$ cat config.mk
export PLATFORM = sky130hd
export DESIGN_NAME = cgz_queue
export DESIGN_NICKNAME = d
export VERILOG_FILES = /design/src/sv/cgz_pkg.sv /design/src/sv/cgz_queue.sv
export SDC_FILE = /design/constraint.sdc
export NUM_CORES = 1
export LEC_CHECK = 0
export BUFFER_PORTS_ARGS = -buffer_cell sky130_fd_sc_hd__buf_2
export CAP_MARGIN = 0
export CORE_ASPECT_RATIO = 1.2
export CORE_MARGIN = 2
export CORE_UTILIZATION = 50
export CTS_CLUSTER_SIZE = 12
export DETAILED_ROUTE_END_ITERATION = 12
export GPL_TIMING_DRIVEN = 0
export PLACE_DENSITY = 0.77
export SYNTH_ARGS = -nofsm -noshare
export SYNTH_HDL_FRONTEND = slang
export SYNTH_SLANG_ARGS = --single-unit
$ cat constraint.sdc
create_clock -name clk -period 5.9 [get_ports clk]
set_input_delay 0.295 -clock clk [delete_from_list [all_inputs] [get_ports clk]]
set_output_delay 0.295 -clock clk [all_outputs]
set_load 0.02 [all_outputs]
$ cat src/sv/cgz_pkg.sv
// Shared types, widths and register codes for the horizontal cylinder gravity block.
package cgz_pkg;

    localparam int COORD_W    = 24;
    localparam int TRIG_W     = 16;
    localparam int RAD_W      = 23;
    localparam int SCALE_W    = 32;
    localparam int GZ_W       = 48;
    localparam int CFG_DATA_W = 32;
    localparam int CFG_IDX_W  = 3;

    localparam int MAG_W = 56;
    localparam int R2_W  = 46;
    localparam int NUM_W = MAG_W + R2_W;
    localparam int DEN_W = 50;
    localparam int QUO_W = MAG_W;

    localparam int QUEUE_DEPTH = 4;
    localparam int QPTR_W      = $clog2(QUEUE_DEPTH);

    localparam logic [CFG_IDX_W-1:0] REG_CENTER_X = 3'd0;
    localparam logic [CFG_IDX_W-1:0] REG_CENTER_Y = 3'd1;
    localparam logic [CFG_IDX_W-1:0] REG_CENTER_Z = 3'd2;
    localparam logic [CFG_IDX_W-1:0] REG_AXIS_SIN = 3'd3;
    localparam logic [CFG_IDX_W-1:0] REG_AXIS_COS = 3'd4;
    localparam logic [CFG_IDX_W-1:0] REG_RADIUS   = 3'd5;
    localparam logic [CFG_IDX_W-1:0] REG_SCALE    = 3'd6;

    localparam logic signed [TRIG_W-1:0] AXIS_COS_RESET = 16'sd32767;

    localparam logic [QUO_W-1:0] GZ_POS_LIMIT = QUO_W'((64'd1 << (GZ_W - 1)) - 64'd1);
    localparam logic [QUO_W-1:0] GZ_NEG_LIMIT = QUO_W'(64'd1 << (GZ_W - 1));

    typedef struct packed {
        logic signed [COORD_W-1:0] obs_x;
        logic signed [COORD_W-1:0] obs_y;
        logic signed [COORD_W-1:0] obs_z;
    } in_item_t;

    typedef struct packed {
        logic signed [GZ_W-1:0] gravity_z;
        logic                   divide_fault;
        logic                   saturated;
    } out_item_t;

    typedef struct packed {
        logic signed [COORD_W-1:0] center_x;
        logic signed [COORD_W-1:0] center_y;
        logic signed [COORD_W-1:0] center_z;
        logic signed [TRIG_W-1:0]  axis_sin;
        logic signed [TRIG_W-1:0]  axis_cos;
        logic [RAD_W-1:0]          radius;
        logic signed [SCALE_W-1:0] scale;
    } cfg_t;

    typedef struct packed {
        logic [NUM_W-1:0] num;
        logic [DEN_W-1:0] den;
        logic             neg;
        logic             fault;
    } qent_t;

endpackage

$ cat src/sv/cgz_queue.sv
// Short register queue between the classifying front end and the divider back end.
module cgz_queue
    import cgz_pkg::*;
(
    input  logic  clk,
    input  logic  rst_n,
    input  logic  push,
    input  qent_t push_data,
    output logic  full,
    input  logic  pop,
    output qent_t head,
    output logic  empty
);

    qent_t              mem_reg [QUEUE_DEPTH];
    logic [QPTR_W-1:0]  wr_ptr_reg;
    logic [QPTR_W-1:0]  wr_ptr_next;
    logic [QPTR_W-1:0]  rd_ptr_reg;
    logic [QPTR_W-1:0]  rd_ptr_next;
    logic [QPTR_W:0]    count_reg;
    logic [QPTR_W:0]    count_next;

    assign full  = (count_reg == (QPTR_W + 1)'(QUEUE_DEPTH));
    assign empty = (count_reg == '0);
    assign head  = mem_reg[rd_ptr_reg];

    always_comb
    begin
        wr_ptr_next = push ? wr_ptr_reg + 1'b1 : wr_ptr_reg;
        rd_ptr_next = pop ? rd_ptr_reg + 1'b1 : rd_ptr_reg;
        unique case ({push, pop})
            2'b10:   count_next = count_reg + 1'b1;
            2'b01:   count_next = count_reg - 1'b1;
            default: count_next = count_reg;
        endcase
    end

    always_ff @(posedge clk or negedge rst_n)
    begin
        if (!rst_n)
        begin
            wr_ptr_reg <= '0;
            rd_ptr_reg <= '0;
            count_reg  <= '0;
        end
        else
        begin
            wr_ptr_reg <= wr_ptr_next;
            rd_ptr_reg <= rd_ptr_next;
            count_reg  <= count_next;
        end
    end

    always_ff @(posedge clk)
    begin
        if (push)
        begin
            mem_reg[wr_ptr_reg] <= push_data;
        end
    end

endmodule

# Word level (Yosys, flattened, before mapping)
# Memory sizes are Yosys's and may differ from the RTL's.
# Cells that the tools add are included.
[totals]
regBits = 7
mem_bits_rw = 616
in_bits = 158
output_inout_bits = 156
wordCells = 16
mem_count = 1
[classes]
n_addsub = 4
n_eq_ne = 3
n_mux = 3
n_reduce_logical = 2
[memory_table]
columns = ["name", "depth", "word_bits", "read_ports", "rd_ports_with_merged_regs", "write_ports", "line_no", "text"]
rows = [
  ["mem_reg", 4, 154, 1, 0, 1, "cgz_queue.sv:15", "qent_t mem_reg [QUEUE_DEPTH];"],
]
[op_table]
columns = ["operator", "n"]
rows = [
  ["$pmux W3 S2", 1],
  ["$add A2 B1 Y2 const B", 2],
  ["$add A3 B1 Y3 const B", 1],
  ["$eq A3 B3 Y1 const B", 1],
  ["$logic_not A3 Y1", 1],
  ["$sub A3 B1 Y3 const B", 1],
  ["$eq A2 B1 Y1 const B", 1],
  ["$eq A2 B2 Y1 const B", 1],
  ["$mux W1", 2],
  ["$reduce_bool A2 Y1", 1],
]

# Longest topological paths before layout
[depth]
ltp_word = 2
mapped_depth = 7
ltp_nobuf = 7

# Worst setup path after synthesis
# No wires, ideal clock.
[synth_timing]
path_type = "flip-flop to flip-flop"
start = "reg wr_ptr_reg[0]"
end = "mem mem_reg[0][0] in the netlist's numbering, enable pin"
setup_time_ns = 0.532
arrival_time_ns = 4.140
required_ns = 5.368
slack_ns = 1.228
stages_incl_launch_ff = 4
path_buffers = 0
period_less_slack_ns = 4.672
cell_sequence = "dfrtp_1 -> inv_1 -> ha_1 -> and2_1"
[synth_lines]
columns = ["item", "line_no", "text"]
rows = [
  ["start, declared", "cgz_queue.sv:16", "logic [QPTR_W-1:0] wr_ptr_reg;"],
  ["start signal, assigned", "cgz_queue.sv:48", "wr_ptr_reg <= wr_ptr_next;"],
  ["end, declared", "cgz_queue.sv:15", ""],
]
# No word-level cell before the write port.

==> metrics.md <==
| Metric | Value |
|---|---|
| Status | finished, final reports clean |
| Min Hold Slack | 0.0656 ns |
| Top delay family on crit path | buffers and inverters |
| Initial Util | 0.507 |
| Slew Viols, Final | 0 |
| Crit-path most repeated cell | buf_2 |
| Post-Route M1 WL | 17200 um |
| Syn nets | 1006 |
| Max clock buf depth | 3 |
| VDD IR-drop max | 0.438 mV |
| Fmax | 0.341 GHz |
| CTS clk-pin slew, worst paths | 0.06 ns |
| Crit path buffers/inverters | 3 |
| Detailed Place HPWL | 26700 um |
| TritonCTS Sinks | 623 |
| Clock skew | 0.0301 ns |
| GRT Util Overall | 0.197 |
| Number of synthesized flops with an enable pin | 616 |
| Adder-Cell Fraction of Synth Area | 0.00363 |
| PD cells | 495 mW/mm2 |
| CP Launch Type | flop |
| Synth top area cells | edfxtp_1 81%, mux4_2 15%, buf_12 0.97% |
| Synth Area in XOR/XNOR | 0.00231 |
| CP Max Fanout | 10 |
| Synth top area share | 0.814 |
| Register area share after synthesis | 0.821 |
| Initial drt markers | 609 |
| Syn avg cell area | 27.0 um2 |
| Setup crit end kind | output pin |
| Period utilization | 0.497 |
| Fin crit period | 2.93 ns |
| Worst Reg-to-Reg Cells | 5 |
| P&R area growth vs syn | 26.1% |
| Compound-Gate Fraction of Synth Area | 0.000440 |
| Met3 WL | 3250 um |
| Antenna violations before repair | 5 |
| Req. time, crit path | 5.61 ns |
| # IOs | 314 |
| Number of global-route vias before repair | 11800 |
| Most frequent cell after synthesis | edfxtp_1 |
| Area leader, netlist | edfxtp_1 |
| CORE AREA | 0.0449 mm2 |
| Distinct cells, synth | 19 |
| Levels on crit path | 4 |
| Slowest stage cell, crit path | clkbuf_1 |
| Largest net degree at the start of global routing | 57 |
| CP cell instances | clkbuf_1 -> buf_2 -> mux4_2 -> buf_2 |
| Power, Total | 14.2 mW |
| Uppermost routed layer | met4 |
| CP peak stage delay | 0.67 ns |
| Most used DFF post-synth | edfxtp_1 |
| Final Cell Area | 0.0287 mm2 |
| Post-route ant nets | 0 |
| WL/cell | 22.5 um |
| Fin. Hold Viols | 0 |
| RSZ-0062 raised after global routing | false |
| Synth Instances | 842 |
| Row Count | 85 |
| Most frequent cells after synthesis | 616 x edfxtp_1, 154 x mux4_2, 15 x buf_2 |
| WL met2 | 23900 um |
| Final nets | 1550 |
| Final WL | 45600 um |
| Vias | 10900 |
| Root Buffer | clkbuf_16 |
| Clk_lat worst skew | 0.61 ns |
| Simple-Gate Fraction of Synth Area | 0.00226 |
| Drt pass-1 iters | 4 |
| GR Overflow Total | 0 |
| Die width | 199 um |
| Hold WC Path Type | input pin to asynchronous set/reset pin |
| Largest family of logic cells by synthesized area | multiplexers |
| WS Path Type | flop to output pin |
| Share of layout cells above drive strength 1 | 0.413 |
| Pleak | 9.90 nW |
| Number of flip-flops in the largest register | 616 |
| CTS tree | yes |
| MaxCap Viol Count | 0 |
| First-pass GRT wire length | 69000 um |
| Ys Warns | 0 |
| Count of input and output buffers | 313 |
| Worst endpoint data arrival time | 2.64 ns |
| DRC | 0 |
| Vias/cell | 5.37 |
| Mux contribution to synthesized area | 0.153 |
| Synth Cell Area | 0.0227 mm2 |
| Asr flop ratio synth | 0.0112 |
| Yosys reg bits | 623 |
| CTS H-tree lvls | 2 |
| Die ar. | 0.0472 mm2 |
| Max_slew headroom | 0.410 |
| Final setup fails | 0 |
| Post-DP Area | 0.0254 mm2 |
| Die H | 238 um |
| Clock buffer count from CTS | 60 |
| Worst-Margin Slew | 0.885 ns |
| GPL Wtd Cong | 0.696 |
-- report_power, final --
| part | switching (mW) | total, mW | internal, mW | leakage (nW) |
|---|---|---|---|---|
| registers | 0.177 | 5.95 | 5.78 | 5.74 |
| clock network | 1.49 | 3.44 | 1.95 | 0.824 |
| logic | 2.79 | 4.80 | 2.02 | 3.33 |
| total | 4.46 | 14.2 | 9.74 | 9.90 |
-- layout make-up --
cell class,instances,area (um2)
well taps,609,762
fillers,2918,16200
inverters,6,22.5
plain buffers,35,378
repair buffers,482,3440
flip-flops and latches,623,18700
multi-input cells,178,3670
clock buffers,81,1630
clock inverters,9,81.3
diodes,5,12.5
-- worst register-to-register path, cell delays in order (launching register included) --
cell and delay [ns]:
dfrtp_1 0.42, inv_1 0.10, ha_1 0.14, and2_4 0.44, buf_16 0.29, buf_12 0.31
-- repair_timing --
action | in CTS | in global routing
resized for setup | 0 | 0
hold endpoints to repair | 627 | 0
setup buffers | 0 | 0
hold buffers | 157 | 0
-- cell usage in the layout (no fill, tap or decap), drive strengths merged --
master and instances:
and2 4, and3 1, buf 358, bufinv 1, clkbuf 83, clkinv 6, clkinvlp 2, dfrtp 7
diode 5, dlygate4sd3 157, edfxtp 616, fa 1, ha 5, inv 6, mux4 154, nand2 3
nor2 1, nor3 1, o21ai 2, xnor2 2, xor2 4
-- path summary, 6_finish.rpt --
| path | slack [ns] | endpoint | startpoint |
|---|---|---|---|
| setup reg to reg | 3.81 | mem_reg[2][104]$_DFFE_PP_ | wr_ptr_reg[0]$_DFFE_PN0P_ |
| max in group asynchronous | 5.67 | count_reg[1]$_DFFE_PN0P_ | rst_n |
| hold / removal | 0.07 | rd_ptr_reg[1]$_DFFE_PN0P_ | rst_n |
| hold reg to reg | 0.50 | count_reg[2]$_DFFE_PN0P_ | count_reg[2]$_DFFE_PN0P_ |
| min in group clk | 0.43 | mem_reg[2][148]$_DFFE_PP_ | push_data[148] |
| setup / recovery | 2.97 | head[44] | rd_ptr_reg[1]$_DFFE_PN0P_ |
-- kinds of logic (layout without fill, tap and decap cells) --
logic type | after synthesis | after routing
compound gates | 2 | 2
xor+xnor | 6 | 6
fa+ha+maj | 6 | 6
buf+inv | 41 | 613
flops | 623 | 623
mux | 154 | 154
other cells | 0 | 5
simple gates | 10 | 10
-- metal layers --
| metal | vias to the layer above | GRT usage |
|---|---|---|
| met4 | 0 | 0.0703 |
| met2 | 381 | 0.338 |
| met1 | 5698 | 0.242 |
| li1 | 4728 | - |
| met3 | 83 | 0.0535 |
| met5 | - | 0 |
-- through the flow --
stage	setup slack [ns]	TNS, ns	cells	utilization
after floorplan	1.23	0	842	-
after global placement	-1.61	-964.34	1764	0.559
after detailed placement	3.57	0	1776	0.565
after CTS	2.88	0	2023	0.639
after global routing	2.81	0	2028	0.639
final	2.97	0	2028	0.639
Power figures use the tool's default switching activity.
